<file path="src/rtl/assert_macros.svh">
// Assertion helpers shared by the packer modules.
// Each use expects clk and rst in scope; checks are held off during reset.
`ifndef ASSERT_MACROS_SVH
`define ASSERT_MACROS_SVH

// Property must hold at every clock edge out of reset
`define ASSERT_CLK(name, prop, msg) \
  name: assert property (@(posedge clk) disable iff (rst) (prop)) else $error(msg);

// Condition must never be seen at a clock edge out of reset
`define ASSERT_NEVER(name, cond, msg) \
  name: assert property (@(posedge clk) disable iff (rst) !(cond)) else $error(msg);

`endif

</file>
<file path="src/rtl/mbp_pkg.sv">
package mbp_pkg;

  // Item kinds on the input channel
  typedef enum logic [1:0] {
    ACT_BITS   = 2'd0,
    ACT_COINS  = 2'd1,
    ACT_FINISH = 2'd2,
    ACT_CLEAR  = 2'd3
  } action_t;

  // Commands handed from the front to the back
  typedef enum logic [1:0] {
    CMD_STREAM = 2'd0,
    CMD_FINISH = 2'd1,
    CMD_CLEAR  = 2'd2
  } cmd_kind_t;

  localparam int BYTE_W      = 8;
  localparam int COINS_LEN_W = 4;
  localparam int PEND_W      = 7;
  localparam int PCNT_W      = 3;
  // Bit string length; holds the longest coins field (4 + 64)
  localparam int REM_W       = 7;

  // Padding tail: a one followed by zeros
  localparam logic [BYTE_W-1:0] PAD_PATTERN = 8'h80;

  typedef struct packed {
    cmd_kind_t        kind;
    logic [REM_W-1:0] rem;
  } cmd_ctl_t;

endpackage

</file>
<file path="src/rtl/mbp_front.sv">
module mbp_front #(
  parameter int VALUE_BITS = 64,
  localparam int LEN_MAX = (VALUE_BITS + 7) / 8,
  localparam int V8 = 8 * LEN_MAX,
  localparam int DATA_W = 4 + V8,
  localparam int SHIFT_W = $clog2(V8 + 1)
) (
  input  logic                  push,
  output logic                  full,
  input  logic [1:0]            action,
  input  logic [63:0]           value,
  input  logic [6:0]            bit_count,
  input  logic                  q_full,
  output logic                  q_wr,
  output mbp_pkg::cmd_ctl_t     q_ctl,
  output logic [DATA_W-1:0]     q_data
);
  import mbp_pkg::*;

  logic [V8-1:0]      vpad;
  logic [6:0]         cnt;
  logic [3:0]         len;
  logic [SHIFT_W-1:0] sh_bits;
  logic [SHIFT_W-1:0] sh_coins;

  // Input handshake straight onto the command queue
  assign full = q_full;
  assign q_wr = push && !q_full;

  // Masked value, saturated count and coin byte length
  always_comb begin
    vpad = '0;
    vpad[VALUE_BITS-1:0] = value[VALUE_BITS-1:0];
    if (bit_count > 7'(VALUE_BITS)) begin
      cnt = 7'(VALUE_BITS);
    end else begin
      cnt = bit_count;
    end
    len = 4'd0;
    for (int i = 0; i < LEN_MAX; i++) begin
      if (vpad[8*i +: 8] != 8'd0) begin
        len = 4'(i + 1);
      end
    end
    sh_bits  = SHIFT_W'(V8) - SHIFT_W'(cnt);
    sh_coins = SHIFT_W'(V8) - SHIFT_W'({len, 3'b000});
  end

  // Classify: every write becomes a left-aligned bit string
  always_comb begin
    q_ctl.kind = CMD_CLEAR;
    q_ctl.rem  = '0;
    q_data     = '0;
    unique case (action_t'(action))
      ACT_BITS: begin
        q_ctl.kind = CMD_STREAM;
        q_ctl.rem  = REM_W'(cnt);
        q_data     = {vpad << sh_bits, 4'b0000};
      end
      ACT_COINS: begin
        q_ctl.kind = CMD_STREAM;
        q_ctl.rem  = REM_W'({len, 3'b000}) + REM_W'(COINS_LEN_W);
        q_data     = {len, vpad << sh_coins};
      end
      ACT_FINISH: begin
        q_ctl.kind = CMD_FINISH;
      end
      ACT_CLEAR: begin
        q_ctl.kind = CMD_CLEAR;
      end
    endcase
  end

endmodule

</file>
<file path="src/rtl/mbp_cmd_queue.sv">
module mbp_cmd_queue #(
  parameter int DATA_W = 68
) (
  input  logic              clk,
  input  logic              rst,
  input  logic              wr,
  input  mbp_pkg::cmd_ctl_t wr_ctl,
  input  logic [DATA_W-1:0] wr_data,
  output logic              full,
  input  logic              rd,
  output logic              rd_valid,
  output mbp_pkg::cmd_ctl_t rd_ctl,
  output logic [DATA_W-1:0] rd_data
);
  import mbp_pkg::*;

  cmd_ctl_t          ctl_q  [2];
  logic [DATA_W-1:0] data_q [2];
  logic              wr_ptr;
  logic              rd_ptr;
  logic [1:0]        count;

  assign full     = (count == 2'd2);
  assign rd_valid = (count != 2'd0);
  assign rd_ctl   = ctl_q[rd_ptr];
  assign rd_data  = data_q[rd_ptr];

  // Entry storage
  always_ff @(posedge clk) begin
    if (wr) begin
      ctl_q[wr_ptr]  <= wr_ctl;
      data_q[wr_ptr] <= wr_data;
    end
  end

  // Pointers and fill level
  always_ff @(posedge clk) begin
    if (rst) begin
      wr_ptr <= 1'b0;
      rd_ptr <= 1'b0;
      count  <= 2'd0;
    end else begin
      if (wr) wr_ptr <= !wr_ptr;
      if (rd) rd_ptr <= !rd_ptr;
      if (wr && !rd) begin
        count <= count + 2'd1;
      end else if (rd && !wr) begin
        count <= count - 2'd1;
      end
    end
  end

  `include "assert_macros.svh"
  `ASSERT_NEVER(a_q_write_full, wr && full, "command queue written while full")
  `ASSERT_NEVER(a_q_read_empty, rd && !rd_valid, "command queue read while empty")

endmodule

</file>
<file path="src/rtl/mbp_back.sv">
module mbp_back #(
  parameter int DATA_W = 68
) (
  input  logic              clk,
  input  logic              rst,
  input  logic              q_valid,
  input  mbp_pkg::cmd_ctl_t q_ctl,
  input  logic [DATA_W-1:0] q_data,
  output logic              q_rd,
  input  logic              pop,
  output logic              empty,
  output logic [7:0]        packed_byte,
  output logic              is_padded,
  output logic              last
);
  import mbp_pkg::*;

  // Working command
  logic              wk_valid;
  cmd_ctl_t          wk_ctl;
  logic [DATA_W-1:0] wk_data;
  // Partial byte
  logic [PEND_W-1:0] pend;
  logic [PCNT_W-1:0] pc;
  // Output register
  logic              out_valid;

  logic [3:0]        need;
  logic              slot_free;
  logic [BYTE_W-1:0] top8;
  logic [DATA_W-1:0] data_sh;
  logic [BYTE_W-1:0] top8_sh;
  logic [REM_W-1:0]  rem_left;
  logic [PCNT_W-1:0] k;
  logic [BYTE_W-1:0] win_dat;
  logic [BYTE_W-1:0] win_pad;
  logic              emit;
  logic              done;
  logic [BYTE_W-1:0] byte_val;
  logic              pad_val;
  logic              last_val;
  logic [PEND_W-1:0] pend_next;
  logic [PCNT_W-1:0] pc_next;
  logic [REM_W-1:0]  rem_next;
  logic [DATA_W-1:0] data_next;

  assign empty = !out_valid;
  assign q_rd  = q_valid && (!wk_valid || done);

  // Byte windows and shifted string
  always_comb begin
    need      = 4'd8 - {1'b0, pc};
    slot_free = !out_valid || pop;
    top8      = wk_data[DATA_W-1 -: BYTE_W];
    data_sh   = wk_data << need;
    top8_sh   = data_sh[DATA_W-1 -: BYTE_W];
    rem_left  = wk_ctl.rem - REM_W'(need);
    k         = wk_ctl.rem[PCNT_W-1:0];
    win_dat   = BYTE_W'({pend, top8} >> pc);
    win_pad   = BYTE_W'({pend, PAD_PATTERN} >> pc);
  end

  // One byte per cycle while the output register is free; the tail of a string joins the partial byte
  always_comb begin
    emit      = 1'b0;
    done      = 1'b0;
    byte_val  = win_dat;
    pad_val   = 1'b0;
    last_val  = 1'b0;
    pend_next = pend;
    pc_next   = pc;
    rem_next  = wk_ctl.rem;
    data_next = wk_data;
    if (wk_valid) begin
      unique case (wk_ctl.kind)
        CMD_CLEAR: begin
          pend_next = '0;
          pc_next   = '0;
          done      = 1'b1;
        end
        CMD_FINISH: begin
          if (pc == '0) begin
            done = 1'b1;
          end else if (slot_free) begin
            emit      = 1'b1;
            byte_val  = win_pad;
            pad_val   = 1'b1;
            last_val  = 1'b1;
            pend_next = '0;
            pc_next   = '0;
            done      = 1'b1;
          end
        end
        CMD_STREAM: begin
          if (wk_ctl.rem >= REM_W'(need)) begin
            if (slot_free) begin
              emit      = 1'b1;
              data_next = data_sh;
              rem_next  = rem_left;
              pend_next = '0;
              pc_next   = '0;
              if (rem_left < REM_W'(BYTE_W)) begin
                last_val  = 1'b1;
                done      = 1'b1;
                pc_next   = rem_left[PCNT_W-1:0];
                pend_next = PEND_W'(top8_sh >> (4'd8 - {1'b0, rem_left[PCNT_W-1:0]}));
              end
            end
          end else begin
            done      = 1'b1;
            pc_next   = pc + k;
            pend_next = PEND_W'(({1'b0, pend} << k) | (top8 >> (4'd8 - {1'b0, k})));
          end
        end
        default: begin
          done = 1'b1;
        end
      endcase
    end
  end

  // Working command and partial byte
  always_ff @(posedge clk) begin
    if (rst) begin
      wk_valid <= 1'b0;
      pend     <= '0;
      pc       <= '0;
    end else begin
      pend <= pend_next;
      pc   <= pc_next;
      if (q_rd) begin
        wk_valid <= 1'b1;
      end else if (done) begin
        wk_valid <= 1'b0;
      end
    end
  end

  always_ff @(posedge clk) begin
    if (q_rd) begin
      wk_ctl  <= q_ctl;
      wk_data <= q_data;
    end else begin
      wk_ctl.rem <= rem_next;
      wk_data    <= data_next;
    end
  end

  // Output register
  always_ff @(posedge clk) begin
    if (rst) begin
      out_valid <= 1'b0;
    end else if (emit) begin
      out_valid <= 1'b1;
    end else if (pop) begin
      out_valid <= 1'b0;
    end
  end

  always_ff @(posedge clk) begin
    if (emit) begin
      packed_byte <= byte_val;
      is_padded   <= pad_val;
      last        <= last_val;
    end
  end

  `include "assert_macros.svh"
  `ASSERT_NEVER(a_emit_overwrite, emit && out_valid && !pop, "byte emitted over a waiting byte")
  `ASSERT_NEVER(a_last_ends_cmd, emit && last_val && !done, "last byte without command end")
  `ASSERT_NEVER(a_end_needs_last, emit && done && !last_val, "command ended without last byte")
  `ASSERT_CLK(a_flush_pc, wk_valid && done && wk_ctl.kind != CMD_STREAM |=> pc == '0,
              "partial byte left after finish or clear")

endmodule

</file>
<file path="src/rtl/msb_first_bit_string_packer.sv">
// MSB-first bit string packer.
// Input channel (push/full): one item per transfer, a transfer happens when push is
// high and full is low. action selects: write bits (low bit_count bits of value),
// write coins (4-bit byte count, then the value bytes), finish (pad a partial byte
// with a one and zeros) or clear (drop the partial byte).
// Result channel (empty/pop): completed bytes, oldest first; packed_byte carries the
// first written bit in bit 7, is_padded marks a byte closed by finish, last marks the
// final byte caused by one item. A transfer happens when pop is high and empty is low.
// Path: an item passes through the command queue, the working command register and
// the output register before its first byte is on the result ports.
// Throughput: an item holds the packing stage until its bytes are out, at most 9;
// one byte leaves per cycle while the output register is free. A two-entry command
// queue lets the input side keep taking items while the packing stage works.
// Stalls: with pop low the output register holds its byte, packing stops, the queue
// fills and full rises. Reset empties the queue and the output register and clears
// the partial byte.
module msb_first_bit_string_packer #(
  parameter int VALUE_BITS = 64
) (
  input  logic        clk,
  input  logic        rst,
  input  logic        push,
  output logic        full,
  input  logic [1:0]  action,
  input  logic [63:0] value,
  input  logic [6:0]  bit_count,
  output logic        empty,
  input  logic        pop,
  output logic [7:0]  packed_byte,
  output logic        is_padded,
  output logic        last
);
  import mbp_pkg::*;

  localparam int LEN_MAX = (VALUE_BITS + 7) / 8;
  localparam int DATA_W  = 4 + 8 * LEN_MAX;

  logic              f_wr;
  cmd_ctl_t          f_ctl;
  logic [DATA_W-1:0] f_data;
  logic              q_full;
  logic              q_valid;
  logic              q_rd;
  cmd_ctl_t          q_ctl;
  logic [DATA_W-1:0] q_data;

  // Front: classify items into bit strings
  mbp_front #(
    .VALUE_BITS (VALUE_BITS)
  ) u_front (
    .push      (push),
    .full      (full),
    .action    (action),
    .value     (value),
    .bit_count (bit_count),
    .q_full    (q_full),
    .q_wr      (f_wr),
    .q_ctl     (f_ctl),
    .q_data    (f_data)
  );

  // Command queue between front and back
  mbp_cmd_queue #(
    .DATA_W (DATA_W)
  ) u_queue (
    .clk      (clk),
    .rst      (rst),
    .wr       (f_wr),
    .wr_ctl   (f_ctl),
    .wr_data  (f_data),
    .full     (q_full),
    .rd       (q_rd),
    .rd_valid (q_valid),
    .rd_ctl   (q_ctl),
    .rd_data  (q_data)
  );

  // Back: pack strings into bytes
  mbp_back #(
    .DATA_W (DATA_W)
  ) u_back (
    .clk         (clk),
    .rst         (rst),
    .q_valid     (q_valid),
    .q_ctl       (q_ctl),
    .q_data      (q_data),
    .q_rd        (q_rd),
    .pop         (pop),
    .empty       (empty),
    .packed_byte (packed_byte),
    .is_padded   (is_padded),
    .last        (last)
  );

  `include "assert_macros.svh"
  `ASSERT_CLK(a_coins_len, f_wr && action_t'(action) == ACT_COINS |-> f_ctl.rem[2:0] == 3'd4,
              "coins string length not a whole number of bytes plus the count field")

endmodule
</file>
<file path="config.mk">
export PLATFORM = sky130hd
export DESIGN_NAME = msb_first_bit_string_packer
export DESIGN_NICKNAME = d
export VERILOG_FILES = /design/src/rtl/mbp_pkg.sv /design/src/rtl/mbp_front.sv /design/src/rtl/mbp_cmd_queue.sv /design/src/rtl/mbp_back.sv /design/src/rtl/msb_first_bit_string_packer.sv
export VERILOG_INCLUDE_DIRS = /design/src /design/src/rtl
export SDC_FILE = /design/constraint.sdc
export NUM_CORES = 1
export LEC_CHECK = 0
export BUFFER_PORTS_ARGS = -buffer_cell sky130_fd_sc_hd__buf_2
export CORE_MARGIN = 5
export CORE_UTILIZATION = 60
export CTS_CLUSTER_DIAMETER = 80
export DETAILED_ROUTE_END_ITERATION = 16
export PLACE_DENSITY = 0.8
export SLEW_MARGIN = 20
export SYNTH_ARGS = -nofsm -noshare
export SYNTH_HDL_FRONTEND = slang
export SYNTH_SLANG_ARGS = --single-unit
export TNS_END_PERCENT = 20
</file>
<file path="constraint.sdc">
create_clock -name clk -period 25.9 [get_ports clk]
set_input_delay 5.18 -clock clk [delete_from_list [all_inputs] [get_ports clk]]
set_output_delay 5.18 -clock clk [all_outputs]
set_load 0.05 [all_outputs]
</file>
### Word-level counts from Yosys, hierarchy flattened

Memory sizes are Yosys's and may differ from the RTL's. A register that Yosys moved wholly into a read port is not among the register bits.
Index checks and enable logic that the tools add are counted.

| cells by class | value |
|---|---|
| eq/ne operators | 9 |
| add/subtract/negate cells | 10 |
| multipliers | 0 |
| shift-type cells | 8 |
| bitwise gates (word level) | 1 |
| div/mod/pow operators | 0 |
| reduce and logical (&&, ||, !) cells | 37 |
| mux-type cells | 63 |
| magnitude comparators | 3 |

Operators with widths:

| kind | count |
|---|---|
| 68-bit 2-to-1 mux | 5 |
| 68-bit case mux with 2 select lines | 1 |
| 64-bit by 7-bit << shifter with 64-bit output | 2 |
| 7-bit 2-to-1 mux | 11 |
| 68-bit by 4-bit << shifter with 68-bit output | 1 |
| 8-bit nonzero test | 8 |
| 8-bit 2-to-1 mux | 4 |
| 15-bit by 3-bit right shift with 8-bit output | 2 |
| 3-bit 2-to-1 mux | 9 |
| 1-bit 2-to-1 mux | 21 |
| 7-bit case mux with 3 select lines | 1 |
| 2-bit nonzero test | 8 |
| 8-bit by 4-bit right shift with 7-bit output | 2 |
| 7-bit case mux with 2 select lines | 1 |
| 7-bit subtractor (first input constant) | 2 |
| 4-bit by 3-bit subtractor with 4-bit output (first input constant) | 3 |
| 3-bit case mux with 3 select lines | 1 |
| 2-bit equality test (second input constant) | 4 |
| 2-bit 2-to-1 mux | 4 |
| 7-bit by 3-bit adder with 7-bit output (second input constant) | 1 |
| 7-bit by 4-bit >= comparator with 1-bit output | 1 |
| 7-bit > comparator (second input constant) | 1 |
| 1-bit logical NOT | 7 |
| 7-bit by 4-bit less-than comparator with 1-bit output (second input constant) | 1 |
| other kinds (22) | 30 |

| storage, ports and cells | value |
|---|---|
| bits in read-only memories | 0 |
| input bits | 77 |
| logic and storage cells | 146 |
| bits in latches | 0 |
| output and inout port bits | 12 |
| register bits | 103 |
| RAM bits | 154 |
| memories | 2 |

Memory list:

| memory | words | bits a word | rd ports | clocked after memory_dff | write ports | line | source |
|---|---|---|---|---|---|---|---|
| u_queue.data_q | 2 | 68 | 1 | 1 | 1 | mbp_cmd_queue.sv:18 | `logic [DATA_W-1:0] data_q [2];` |
| u_queue.ctl_q | 2 | 9 | 1 | 1 | 1 | mbp_cmd_queue.sv:17 | `cmd_ctl_t ctl_q [2];` |

### Depth between registers and ports, before layout

Gate-level depths: netlist of run 1.

| logic depth | value |
|---|---|
| word-level depth | 13 |
| depth in mapped cells | 20 |
| gate-level depth less buffers | 13 |

### Modules after synthesis

A second synthesis of run 1 with hierarchy kept.

| unflattened totals | value |
|---|---|
| cell total of the unflattened synthesis | 2057 |
| area total of the unflattened synthesis | 22235.1 um^2 |

Modules (own cells, without submodules):

| module | times used | sequential area each (um^2) | area each (um^2) | cells each |
|---|---|---|---|---|
| mbp_back | 1 | 2852.7 | 9037.4 | 906 |
| mbp_front | 1 | 0.0 | 7298.2 | 889 |
| mbp_cmd_queue | 1 | 4724.5 | 5899.4 | 262 |

### Worst setup path before layout of run 1

No wires, ideal clock.

| path | value |
|---|---|
| path type | input to register |
| start | input port pop |
| end | register u_back.wk_ctl, in the netlist u_back.k[0], enable pin |
| arrival time | 10.580 ns |
| library setup time | 0.612 ns |
| required time | 25.288 ns |
| buffers on the path | 0 |
| slack | 14.708 ns |
| cell stages on the path | 2 |
| path through | nor2_1 > o21ai_0 |

| between the ends | value |
|---|---|
| cells in the longest elaborated chain, start to end | 9 |
| elaborated cells on any way between the ends | 14 |
| classes of those cells | 6 x mux; 8 x reduce/logical |

RTL lines:

| item | line | source |
|---|---|---|
| start, declared | msb_first_bit_string_packer.sv:28 | `input logic pop,` |
| 1-bit logical OR * | mbp_back.sv:53 | `slot_free = !out_valid \|\| pop;` |
| 1-bit 2-to-1 mux, on equally long branches | mbp_back.sv:96, mbp_back.sv:84 |  |
| 1-bit 2-to-1 mux, on equally long branches | mbp_back.sv:95, mbp_back.sv:82 |  |
| 1-bit case mux with 2 select lines | mbp_back.sv:75 | `unique case (wk_ctl.kind)` |
| 1-bit 2-to-1 mux | mbp_back.sv:74 | `if (wk_valid) begin` |
| 1-bit logical OR | mbp_back.sv:48 | `assign q_rd = q_valid && (!wk_valid \|\| done);` |
| 1-bit logical AND | mbp_back.sv:48 |  |
| 2-bit nonzero test (no line) | -- |  |
| 4-bit AND reduction (no line) * | -- |  |
| end signal, assigned | mbp_back.sv:141 | `wk_ctl <= q_ctl;` |
| end, declared | mbp_back.sv:20 | `cmd_ctl_t wk_ctl;` |

Every way passes the cells marked *; elsewhere a longest branch is shown, timed or not.
A chain may end at the register's enable or synchronous reset.

### Final worst setup path of run 1

| path | value |
|---|---|
| start | input port value[3] |
| end | memory u_queue.data_q[0][53], data pin |

| between the ends | value |
|---|---|
| cells in the longest elaborated chain, start to end | 12 |
| elaborated cells on any way between the ends | 13 |
| classes of those cells | 1 x add/sub; 2 x shift; 9 x mux; 1 x reduce/logical |

RTL lines:

| item | line | source |
|---|---|---|
| start, declared | msb_first_bit_string_packer.sv:25 | `input logic [63:0] value,` |
| 8-bit nonzero test | mbp_front.sv:41 | `if (vpad[8*i +: 8] != 8'd0) begin` |
| 1-bit 2-to-1 mux | mbp_front.sv:41 |  |
| 2-bit 2-to-1 mux (2 in series) | mbp_front.sv:41 |  |
| 3-bit 2-to-1 mux (4 in series) | mbp_front.sv:41 |  |
| 4-bit 2-to-1 mux | mbp_front.sv:41 |  |
| 7-bit subtractor | mbp_front.sv:46 | `sh_coins = SHIFT_W'(V8) - SHIFT_W'({len, 3'b000});` |
| 64-bit by 7-bit << shifter with 64-bit output | mbp_front.sv:63 | `q_data = {len, vpad << sh_coins};` |
| 68-bit case mux with 2 select lines * | mbp_front.sv:54 | `unique case (action_t'(action))` |
| via f_data[53] | msb_first_bit_string_packer.sv:40 | `logic [DATA_W-1:0] f_data;` |
| end, declared | mbp_cmd_queue.sv:18 |  |

Mark *: on every way through the listed nets, which the timed path passes. The rest lies on a longest branch.

==> results of run 1 <==
## power by group through the flow
stage               sequential, mW  clock [mW]  combinational (mW)
finish                       0.744       0.413                1.03
global route                 0.753       0.433                1.11
CTS                          0.737       0.415                1.00
detailed placement           0.745           0               0.990
global placement             0.737           0               0.971
floorplan                    0.716           0               0.742
## registers in the layout, indices dropped and copies added, names as in the netlist, named ones only
name and flops:
u_queue.data_q 136, u_back.wk_data 68, u_queue.ctl_q 18, u_back.packed_byte 8
u_back.pend 7, u_back.wk_ctl 6, u_back.k 3, u_back.pc 3
u_queue.count 2, u_back.is_padded 1, u_back.last 1, u_back.out_valid 1
u_back.wk_valid 1, u_queue.rd_ptr 1, u_queue.wr_ptr 1
## stage by stage
step / util / power [mW]
final: 0.657 / 2.19
after floorplan: - / 1.46
after CTS: 0.657 / 2.16
after detailed placement: 0.630 / 1.74
after global placement: 0.630 / 1.71
after global routing: 0.657 / 2.29
## path summary, 6_finish.rpt
path / startpoint / end / slack, ns / cells past startpoint
worst max-delay path: value[3] / u_queue.data_q[0][53] / 16.41 / 15
worst min-delay path: u_queue.rd_ptr / flop / 0.53 / 2
worst max register to register: u_back.pc[1] / u_back.wk_data[57] / 19.62 / 14
worst min register to register: u_queue.rd_ptr / flop / 0.53 / 2
## layer usage
layer / wire length (um) / part of all wire
met3: 8540 / 0.11
met4: 4520 / 0.059
met5: 0 / 0
met2: 35000 / 0.46
met1: 28300 / 0.37
## worst max-delay path, delay by kind of cell
kind	cells	cell delay, ns
buf+inv	4	1.21
simple gates	5	1.53
compound gates	5	1.35
fa+ha+maj	1	0.53
## synth_stat cells (10+ instances only)
| master | count |
|---|---|
| sky130_fd_sc_hd__mux2i_1 | 298 |
| sky130_fd_sc_hd__nand2_1 | 262 |
| sky130_fd_sc_hd__edfxtp_1 | 241 |
| sky130_fd_sc_hd__a21oi_1 | 147 |
| sky130_fd_sc_hd__mux4_2 | 128 |
| sky130_fd_sc_hd__clkbuf_1 | 123 |
| sky130_fd_sc_hd__nor2_1 | 113 |
| sky130_fd_sc_hd__o21ai_0 | 98 |
| sky130_fd_sc_hd__mux2_2 | 46 |
| sky130_fd_sc_hd__nand3_1 | 45 |
| sky130_fd_sc_hd__a211oi_1 | 34 |
| sky130_fd_sc_hd__buf_2 | 30 |
| sky130_fd_sc_hd__a22oi_1 | 24 |
| sky130_fd_sc_hd__nor3_1 | 24 |
| sky130_fd_sc_hd__o211ai_1 | 22 |
| sky130_fd_sc_hd__buf_1 | 21 |
| sky130_fd_sc_hd__inv_1 | 21 |
| sky130_fd_sc_hd__and3_1 | 20 |
| sky130_fd_sc_hd__a22o_1 | 19 |
| sky130_fd_sc_hd__dfxtp_1 | 17 |
| sky130_fd_sc_hd__nor2b_1 | 17 |
| sky130_fd_sc_hd__o22ai_1 | 17 |
| sky130_fd_sc_hd__nand2b_1 | 14 |
| sky130_fd_sc_hd__nor4_1 | 14 |
| sky130_fd_sc_hd__a221oi_1 | 13 |
| sky130_fd_sc_hd__a31oi_1 | 13 |
| sky130_fd_sc_hd__a221o_1 | 12 |
| sky130_fd_sc_hd__ha_1 | 12 |
| sky130_fd_sc_hd__a311o_1 | 11 |
| sky130_fd_sc_hd__or3_1 | 11 |
| sky130_fd_sc_hd__a2111oi_0 | 10 |
| sky130_fd_sc_hd__and2_1 | 10 |
| sky130_fd_sc_hd__o2bb2ai_1 | 10 |
| sky130_fd_sc_hd__o31ai_1 | 10 |
## cell families (layout without fill, tap and decap cells)
family | after synthesis | after routing | share of synthesized area
fa+ha+maj | 14 | 14 | 0.00900
buf+inv | 208 | 201 | 0.0404
mux | 474 | 474 | 0.304
other cells | 0 | 1 | 0
xor+xnor | 17 | 17 | 0.00775
simple gates | 563 | 563 | 0.120
compound gates | 509 | 509 | 0.160
flops | 258 | 258 | 0.358
## layout make-up
type,instances,area [sq um]
clock inverter,21,278
fill,2659,11900
timing repair buffer,125,722
sequential,258,7580
tap,455,569
clock buffer,27,654
multi-input combinational,1577,12800
antenna,1,2.50
inverter,28,109
==> flow_summary.html, run 1 <==
<table>
<tr><th>Metric</th><th>Value</th></tr>
<tr><th colspan="2">Pwr</th></tr>
<tr><td>Internal</td><td>1.27 mW</td></tr>
<tr><td>Switching power</td><td>917 uW</td></tr>
<tr><td>Switching Share</td><td>0.419</td></tr>
<tr><td>Total leakage power</td><td>8.13 nW</td></tr>
<tr><td>Power share of the combinational group</td><td>0.471</td></tr>
<tr><td>Cell area power density</td><td>96.1 mW/mm^2</td></tr>
<tr><td>Maximum ir drop on the vdd rail</td><td>76.2 uV</td></tr>
<tr><td>Fraction of power consumed by sequential logic</td><td>0.340</td></tr>
<tr><td>Fraction of power consumed by the clock network</td><td>0.189</td></tr>
<tr><th colspan="2">Global routing</th></tr>
<tr><td>Global routing usage on met2</td><td>0.600</td></tr>
<tr><td>Met3 Resource Use GR</td><td>0.0643</td></tr>
<tr><td>Number of global-route vias before repair</td><td>roughly 18k</td></tr>
<tr><td>Gr ovfl total</td><td>0</td></tr>
<tr><td>Initial antenna violation count</td><td>1</td></tr>
<tr><td>Largest net degree at the start of global routing</td><td>104</td></tr>
<tr><td>Global-route wire length before repair</td><td>114000 um</td></tr>
<tr><td>GR Util met1</td><td>0.523</td></tr>
<tr><td>Layer with the highest usage after global routing</td><td>met2</td></tr>
<tr><td>Overall global routing resource usage</td><td>0.382</td></tr>
<tr><th colspan="2">Drt</th></tr>
<tr><td>Number of nets still failing antenna checks after routing</td><td>0</td></tr>
<tr><td>Final routed DRC violation total</td><td>0</td></tr>
<tr><td>Detailed Route WL</td><td>76400 um</td></tr>
<tr><td>Vias post-DR</td><td>18.7k</td></tr>
<tr><td>Detailed-routing iteration count for the pre-antenna-repair pass</td><td>6</td></tr>
<tr><td>Wire length per cell</td><td>just over 30 um</td></tr>
<tr><td>Detailed-route vias per instance</td><td>7.52</td></tr>
<tr><td>Number of violations reported at the end of detailed-routing iteration 0</td><td>2779</td></tr>
<tr><th colspan="2">Final layout</th></tr>
<tr><td>Synthesis-to-layout area growth</td><td>7.66%</td></tr>
<tr><td>Post-route standard cell area excluding fillers</td><td>0.0228 sq mm</td></tr>
<tr><td>Most used cells in the layout excluding fill and tap cells</td><td>sky130_fd_sc_hd__mux2i_1 (297), sky130_fd_sc_hd__nand2_1 (262), sky130_fd_sc_hd__edfxtp_1 (241)</td></tr>
<tr><td>Most frequent standard cell in the layout excluding fill and tap cells</td><td>sky130_fd_sc_hd__mux2i_1</td></tr>
<tr><td>Post-Layout Cell Count</td><td>roughly 2.5k</td></tr>
<tr><td>Fraction of final layout cells sized beyond drive strength 1</td><td>0.188</td></tr>
<tr><td>Layout Nets</td><td>2107</td></tr>
<tr><th colspan="2">Synth</th></tr>
<tr><td>Number of enable flip-flop cells after synthesis</td><td>241</td></tr>
<tr><td>Average size of a mapped cell</td><td>10.3 sq um</td></tr>
<tr><td>Top flip-flop cell by instance count after synthesis</td><td>sky130_fd_sc_hd__edfxtp_1</td></tr>
<tr><td>Synth async-reset ratio</td><td>0</td></tr>
<tr><td>Synth Warn #</td><td>0</td></tr>
<tr><td>Synthesized netlist net count</td><td>2134</td></tr>
<tr><td>Seq cells post-synth</td><td>258</td></tr>
<tr><td>Library cell occupying the most area in the post-synthesis netlist</td><td>sky130_fd_sc_hd__edfxtp_1</td></tr>
<tr><td>Area share of the leading cell type in the synthesized netlist</td><td>0.342</td></tr>
<tr><td>Distinct cell type count of the synthesized netlist</td><td>81</td></tr>
<tr><td>Total standard cell area after synthesis</td><td>between 0.02 and 0.025 sq mm</td></tr>
<tr><td>Syn Inst Count</td><td>2043</td></tr>
<tr><td>Main area contributors after synthesis</td><td>sky130_fd_sc_hd__edfxtp_1 (34%), sky130_fd_sc_hd__mux2i_1 (14%), sky130_fd_sc_hd__mux4_2 (14%)</td></tr>
<tr><td>Sequential-to-total area share from yosys stat</td><td>0.358</td></tr>
<tr><th colspan="2">STA</th></tr>
<tr><td>Minimum clock period</td><td>~9.5 ns</td></tr>
<tr><td>Setup-failing EPs final</td><td>0</td></tr>
<tr><td>Clock tree skew after final layout</td><td>~0.025 ns</td></tr>
<tr><td>Achievable clock frequency</td><td>0.105 GHz</td></tr>
<tr><td>Count of endpoints failing hold in the final timing report</td><td>0</td></tr>
<tr><td>Worst hold margin</td><td>0.531 ns</td></tr>
<tr><td>Setup tns final</td><td>0 ns</td></tr>
<tr><td>Number of slew-limit violations in the final report</td><td>0</td></tr>
<tr><td>Setup repair after global routing missed its margin</td><td>no</td></tr>
<tr><td>Final critical-path setup slack</td><td>16.41 ns</td></tr>
<tr><td>Max-Slew Margin vs Limit</td><td>0.144</td></tr>
<tr><td>Share of the clock period used by the worst path</td><td>0.367</td></tr>
<tr><td>Transition time of the tightest slew-check pin</td><td>1.28 ns</td></tr>
<tr><th colspan="2">Place</th></tr>
<tr><td>Total placed instance area</td><td>0.0218 sq mm</td></tr>
<tr><td>Placed Cells</td><td>2443</td></tr>
<tr><td>Total of buffers placed on input and output ports</td><td>just under 90</td></tr>
<tr><td>Dpl hpwl</td><td>54500 um</td></tr>
<tr><td>Routability-driven placement congestion ratio</td><td>approximately 1.0</td></tr>
<tr><td>Worst setup slack after placement</td><td>around 16 ns</td></tr>
<tr><th colspan="2">Floorplanning</th></tr>
<tr><td>Floorplan die width</td><td>198 um</td></tr>
<tr><td>Floorplan row count</td><td>between 60 and 70</td></tr>
<tr><td>DIE HEIGHT</td><td>198 um</td></tr>
<tr><td>Core Footprint</td><td>0.0346 sq mm</td></tr>
<tr><td>Starting utilization of the core area</td><td>0.611</td></tr>
<tr><td>Die area</td><td>0.0391 sq mm</td></tr>
<tr><td>Number of top-level design ports</td><td>89</td></tr>
<tr><th colspan="2">Worst setup path</th></tr>
<tr><td>Required @ worst endpoint</td><td>26.26 ns</td></tr>
<tr><td>Kind of critical path</td><td>in2reg</td></tr>
<tr><td>Crit path launch type</td><td>input port</td></tr>
<tr><td>Delay contributed by the slowest stage of the critical path</td><td>approximately 0.57 ns</td></tr>
<tr><td>Critical path cell sequence</td><td>buf_2, or4_1, o211ai_1, a2111oi_0, nand2b_2, inv_4, ha_1, nand2_1, a2111oi_0, buf_4, or3_1, buf_4, nand2_1, o221a_2, o211ai_1</td></tr>
<tr><td>Largest fanout of any net on the critical path</td><td>between 40 and 50</td></tr>
<tr><td>Cell at the slowest stage of the critical path</td><td>sky130_fd_sc_hd__or4_1</td></tr>
<tr><td>Nature of the critical path endpoint</td><td>flop</td></tr>
<tr><td>Critical path arrival</td><td>9.86 ns</td></tr>
<tr><th colspan="2">Clock network</th></tr>
<tr><td>Number of clock sinks seen by CTS</td><td>about 260</td></tr>
<tr><td>Post-CTS resize count</td><td>0</td></tr>
<tr><td>Number of buffers created by CTS</td><td>26</td></tr>
<tr><td>Worst-case clock buffer depth</td><td>3</td></tr>
<tr><td>Post-CTS Setup Bufs</td><td>0</td></tr>
<tr><td>H-tree lvl count</td><td>1</td></tr>
<tr><td>TritonCTS clock tree</td><td>built</td></tr>
<tr><td>Reg clk slew, reported paths</td><td>around 0.07 ns</td></tr>
<tr><td>Root buf cell</td><td>sky130_fd_sc_hd__clkbuf_16</td></tr>
<tr><td>Source-to-sink clock delay at the later pin of the worst-skew pair</td><td>0.56 ns</td></tr>
<tr><td>CTS Hold Buffers Added</td><td>0</td></tr>
<tr><th colspan="2">Hold path</th></tr>
<tr><td>Min-delay worst type</td><td>reg2reg</td></tr>
<tr><th colspan="2">Status</th></tr>
<tr><td>Run status</td><td>completed</td></tr>
<tr><th colspan="2">Run</th></tr>
<tr><td>Max-Cap Viols</td><td>0</td></tr>
</table>
No activity file was read; power rests on OpenSTA's default activity.
==> run 2: changes to the inputs <==
--- a/config.mk
+++ b/config.mk
@@ -8,10 +8,10 @@
 export LEC_CHECK = 0
 export BUFFER_PORTS_ARGS = -buffer_cell sky130_fd_sc_hd__buf_2
 export CORE_MARGIN = 5
-export CORE_UTILIZATION = 60
+export CORE_UTILIZATION = 58
 export CTS_CLUSTER_DIAMETER = 80
 export DETAILED_ROUTE_END_ITERATION = 16
-export PLACE_DENSITY = 0.8
+export PLACE_DENSITY = 0.81
 export SLEW_MARGIN = 20
 export SYNTH_ARGS = -nofsm -noshare
 export SYNTH_HDL_FRONTEND = slang
==> constraint.sdc (replaced) <==
create_clock -name clk -period 7.8 [get_ports clk]
set_input_delay 1.56 -clock clk [delete_from_list [all_inputs] [get_ports clk]]
set_output_delay 1.56 -clock clk [all_outputs]
set_load 0.05 [all_outputs]
==> flow_summary.html, run 2 (same netlist as run 1, synthesis figures left out) <==
<table>
<tr><th>Metric</th><th>Value</th></tr>
<tr><th colspan="2">Clock network</th></tr>
<tr><td>TritonCTS clock tree</td><td>built</td></tr>
<tr><td>Reg clk slew, reported paths</td><td>0.07 ns (about the same)</td></tr>
<tr><td>H-tree lvl count</td><td>1 (unchanged)</td></tr>
<tr><td>Post-CTS resize count</td><td>0 (unchanged)</td></tr>
<tr><td>Number of clock sinks seen by CTS</td><td>258 (unchanged)</td></tr>
<tr><td>Post-CTS Setup Bufs</td><td>0 (unchanged)</td></tr>
<tr><td>Root buf cell</td><td>sky130_fd_sc_hd__clkbuf_16</td></tr>
<tr><td>Source-to-sink clock delay at the later pin of the worst-skew pair</td><td>0.53 ns (-0.03 ns)</td></tr>
<tr><td>CTS Hold Buffers Added</td><td>0 (unchanged)</td></tr>
<tr><td>Worst-case clock buffer depth</td><td>3 (unchanged)</td></tr>
<tr><td>Number of buffers created by CTS</td><td>24 (-7.7%)</td></tr>
<tr><th colspan="2">Floorplanning</th></tr>
<tr><td>DIE HEIGHT</td><td>201 um (+1.6%)</td></tr>
<tr><td>Die area</td><td>0.0404 sq mm (+3.3%)</td></tr>
<tr><td>Floorplan row count</td><td>70 (+2.9%)</td></tr>
<tr><td>Floorplan die width</td><td>201 um (+1.6%)</td></tr>
<tr><td>Number of top-level design ports</td><td>89 (unchanged)</td></tr>
<tr><td>Starting utilization of the core area</td><td>0.583 (-0.0275)</td></tr>
<tr><td>Core Footprint</td><td>0.0363 sq mm (+4.7%)</td></tr>
<tr><th colspan="2">Worst setup path</th></tr>
<tr><td>Cell at the slowest stage of the critical path</td><td>sky130_fd_sc_hd__a2111oi_0</td></tr>
<tr><td>Crit path launch type</td><td>input port</td></tr>
<tr><td>Worst path top cell family by delay</td><td>simple AND/OR/NAND/NOR gates</td></tr>
<tr><td>Largest fanout of any net on the critical path</td><td>41 (unchanged)</td></tr>
<tr><td>Critical register-to-register path endpoint</td><td>u_back.wk_data[57]</td></tr>
<tr><td>Delay contributed by the slowest stage of the critical path</td><td>0.86 ns (+0.29 ns)</td></tr>
<tr><td>Kind of critical path</td><td>in2reg</td></tr>
<tr><td>Required @ worst endpoint</td><td>8.14 ns (-18.12 ns)</td></tr>
<tr><td>Worst reg2reg path startpoint</td><td>u_back.pc[1]</td></tr>
<tr><td>Cell depth of the worst flop-to-flop path</td><td>14 (unchanged)</td></tr>
<tr><td>Critical path cell sequence</td><td>buf_2, or4_1, o211ai_1, a2111oi_0, nand2b_2, inv_4, ha_1, nand2_1, a2111oi_0, or3_1, nand2_1, buf_4, o221a_2, o211ai_1</td></tr>
<tr><td>Nature of the critical path endpoint</td><td>flop</td></tr>
<tr><td>Slack of the worst reg-to-reg path</td><td>2.06 ns (-17.56 ns)</td></tr>
<tr><td>Buffers &amp; Inverters on Critical Path</td><td>3 (-1)</td></tr>
<tr><td>Critical path arrival</td><td>6.22 ns (-3.64 ns)</td></tr>
<tr><th colspan="2">Place</th></tr>
<tr><td>Dpl hpwl</td><td>58700 um (+7.8%)</td></tr>
<tr><td>Total placed instance area</td><td>0.0219 sq mm (+0.57%)</td></tr>
<tr><td>Worst setup slack after placement</td><td>1.53 ns (-14.43 ns)</td></tr>
<tr><td>Routability-driven placement congestion ratio</td><td>1.08 (+2.8%)</td></tr>
<tr><td>Total of buffers placed on input and output ports</td><td>88 (unchanged)</td></tr>
<tr><th colspan="2">Global routing</th></tr>
<tr><td>Initial antenna violation count</td><td>1 (unchanged)</td></tr>
<tr><td>Overall global routing resource usage</td><td>0.379 (-0.00305)</td></tr>
<tr><td>Global-route wire length before repair</td><td>117000 um (+3.3%)</td></tr>
<tr><td>Largest net degree at the start of global routing</td><td>78 (-25%)</td></tr>
<tr><td>Number of global-route vias before repair</td><td>17.9k (+0.29%)</td></tr>
<tr><td>Gr ovfl total</td><td>0 (unchanged)</td></tr>
<tr><th colspan="2">Final layout</th></tr>
<tr><td>Largest register by flop count</td><td>u_queue.data_q</td></tr>
<tr><td>Fraction of final layout cells sized beyond drive strength 1</td><td>0.190 (+0.00171)</td></tr>
<tr><td>Post-route standard cell area excluding fillers</td><td>0.0227 sq mm (-0.17%)</td></tr>
<tr><td>Biggest regs</td><td>u_queue.data_q (136), u_back.wk_data (68), u_queue.ctl_q (18)</td></tr>
<tr><td>Layout Nets</td><td>2118 (+0.52%)</td></tr>
<tr><td>Synthesis-to-layout area growth</td><td>7.48%</td></tr>
<tr><td>Most used cells in the layout excluding fill and tap cells</td><td>sky130_fd_sc_hd__mux2i_1 (297), sky130_fd_sc_hd__nand2_1 (262), sky130_fd_sc_hd__edfxtp_1 (241)</td></tr>
<tr><td>Flip-flop count of the largest register after layout</td><td>136 (unchanged)</td></tr>
<tr><td>Most frequent standard cell in the layout excluding fill and tap cells</td><td>sky130_fd_sc_hd__mux2i_1</td></tr>
<tr><th colspan="2">STA</th></tr>
<tr><td>Setup tns final</td><td>0 ns (unchanged)</td></tr>
<tr><td>Transition time of the tightest slew-check pin</td><td>1.17 ns (-0.110 ns)</td></tr>
<tr><td>Final critical-path setup slack</td><td>1.92 ns (-14.49 ns)</td></tr>
<tr><td>Count of endpoints failing hold in the final timing report</td><td>0 (unchanged)</td></tr>
<tr><td>Number of slew-limit violations in the final report</td><td>0 (unchanged)</td></tr>
<tr><td>Max-Slew Margin vs Limit</td><td>0.215 (+0.0712)</td></tr>
<tr><td>Achievable clock frequency</td><td>0.170 GHz</td></tr>
<tr><td>Setup repair after global routing missed its margin</td><td>no</td></tr>
<tr><td>Clock tree skew after final layout</td><td>0.0214 ns (-0.00339 ns)</td></tr>
<tr><td>Minimum clock period</td><td>5.88 ns</td></tr>
<tr><td>Setup-failing EPs final</td><td>0 (unchanged)</td></tr>
<tr><td>Share of the clock period used by the worst path</td><td>0.754</td></tr>
<tr><th colspan="2">Pwr</th></tr>
<tr><td>Cell area power density</td><td>312 mW/mm^2 (+230%)</td></tr>
<tr><td>Fraction of power consumed by sequential logic</td><td>0.348 (+0.008)</td></tr>
<tr><td>Total leakage power</td><td>8.12 nW (-0.21%)</td></tr>
<tr><td>Maximum ir drop on the vdd rail</td><td>255 uV (+230%)</td></tr>
<tr><td>Switching power</td><td>3.03 mW (+230%)</td></tr>
<tr><td>Fraction of power consumed by the clock network</td><td>0.166 (-0.023)</td></tr>
<tr><td>Internal</td><td>4.07 mW (+220%)</td></tr>
<tr><td>Switching Share</td><td>0.426 (+0.00666)</td></tr>
<tr><td>Power share of the combinational group</td><td>0.486 (+0.015)</td></tr>
<tr><th colspan="2">Drt</th></tr>
<tr><td>Number of violations reported at the end of detailed-routing iteration 0</td><td>2594 (-6.7%)</td></tr>
<tr><td>Vias post-DR</td><td>18.8k (+0.50%)</td></tr>
<tr><td>Detailed Route WL</td><td>79500 um (+4.1%)</td></tr>
<tr><td>Wire length per cell</td><td>31.6 um (+3.3%)</td></tr>
<tr><td>Detailed-route vias per instance</td><td>7.49 (-0.34%)</td></tr>
<tr><td>Detailed-routing iteration count for the pre-antenna-repair pass</td><td>7 (+1)</td></tr>
<tr><td>Number of nets still failing antenna checks after routing</td><td>0 (unchanged)</td></tr>
<tr><td>Final routed DRC violation total</td><td>0 (unchanged)</td></tr>
<tr><th colspan="2">Hold path</th></tr>
<tr><td>Min-delay worst type</td><td>reg2reg</td></tr>
<tr><td>Launch point of the worst hold path</td><td>u_back.pend[6]</td></tr>
<tr><td>Depth of the worst hold-timing path</td><td>2 (unchanged)</td></tr>
<tr><td>Hold path endpoint</td><td>u_back.pend[6]</td></tr>
<tr><th colspan="2">Run</th></tr>
<tr><td>Max-Cap Viols</td><td>0 (unchanged)</td></tr>
<tr><th colspan="2">Status</th></tr>
<tr><td>Run status</td><td>completed</td></tr>
</table>
[run 2: cell type report]
class / count / area [sq um]
fill: 2943 / 13500
multi-input combinational: 1577 / 12800
sequential: 258 / 7580
timing repair buffer: 138 / 828
clock buffer: 29 / 641
tap: 468 / 586
clock inverter: 14 / 143
inverter: 28 / 109
antenna: 1 / 2.50
[run 2: worst max-delay path by stage]
stage | start | to | slack, ns | cells after the start
after floorplan | u_back.pc[0] | u_back.k[0] | 0.21 | 14
after global placement | value[0] | u_queue.data_q[0][53] | 1.58 | 14
after detailed placement | value[2] | u_queue.data_q[1][53] | 1.53 | 14
after CTS | value[2] | u_queue.data_q[0][53] | 2.06 | 14
after global routing | value[2] | u_queue.data_q[0][53] | 1.61 | 14
final | value[2] | u_queue.data_q[0][54] | 1.92 | 14
[run 2: power groups by stage]
stage | logic (mW) | registers [mW] | clock network (mW)
CTS | 3.36 | 2.45 | 1.19
global placement | 3.27 | 2.46 | 0
global route | 3.70 | 2.51 | 1.24
finish | 3.45 | 2.47 | 1.18
floorplan | 2.46 | 2.35 | 0
detailed placement | 3.33 | 2.48 | 0
[run 2: worst reg2reg max path: cells and delay by family, from the launching register on]
family,cells,cell delay (ns)
buffers and inverters,5,2.37
AOI/OAI and AO/OA,5,1.19
DFF,1,1.05
adders and majority gates,2,0.55
and+or+nand+nor,1,0.17
xor gates and xnor gates,1,0.15
[run 2: routing by layer]
metal	GRT usage	wire length, um	share of wire
met1	0.516	29700	0.37
met2	0.588	35600	0.45
met3	0.0583	8500	0.11
met4	0.208	5710	0.072
met5	0	0	0
[run 2: metrics by stage]
step / hold slack [ns] / std cells / util / total power [mW]
global placement: 0.472 / 2469 / 0.605 / 5.73
floorplan: 0.439 / 2043 / - / 4.82
global route: 0.530 / 2513 / 0.627 / 7.45
CTS: 0.501 / 2512 / 0.627 / 7.00
finish: 0.503 / 2513 / 0.627 / 7.10
detailed placement: 0.492 / 2469 / 0.605 / 5.81
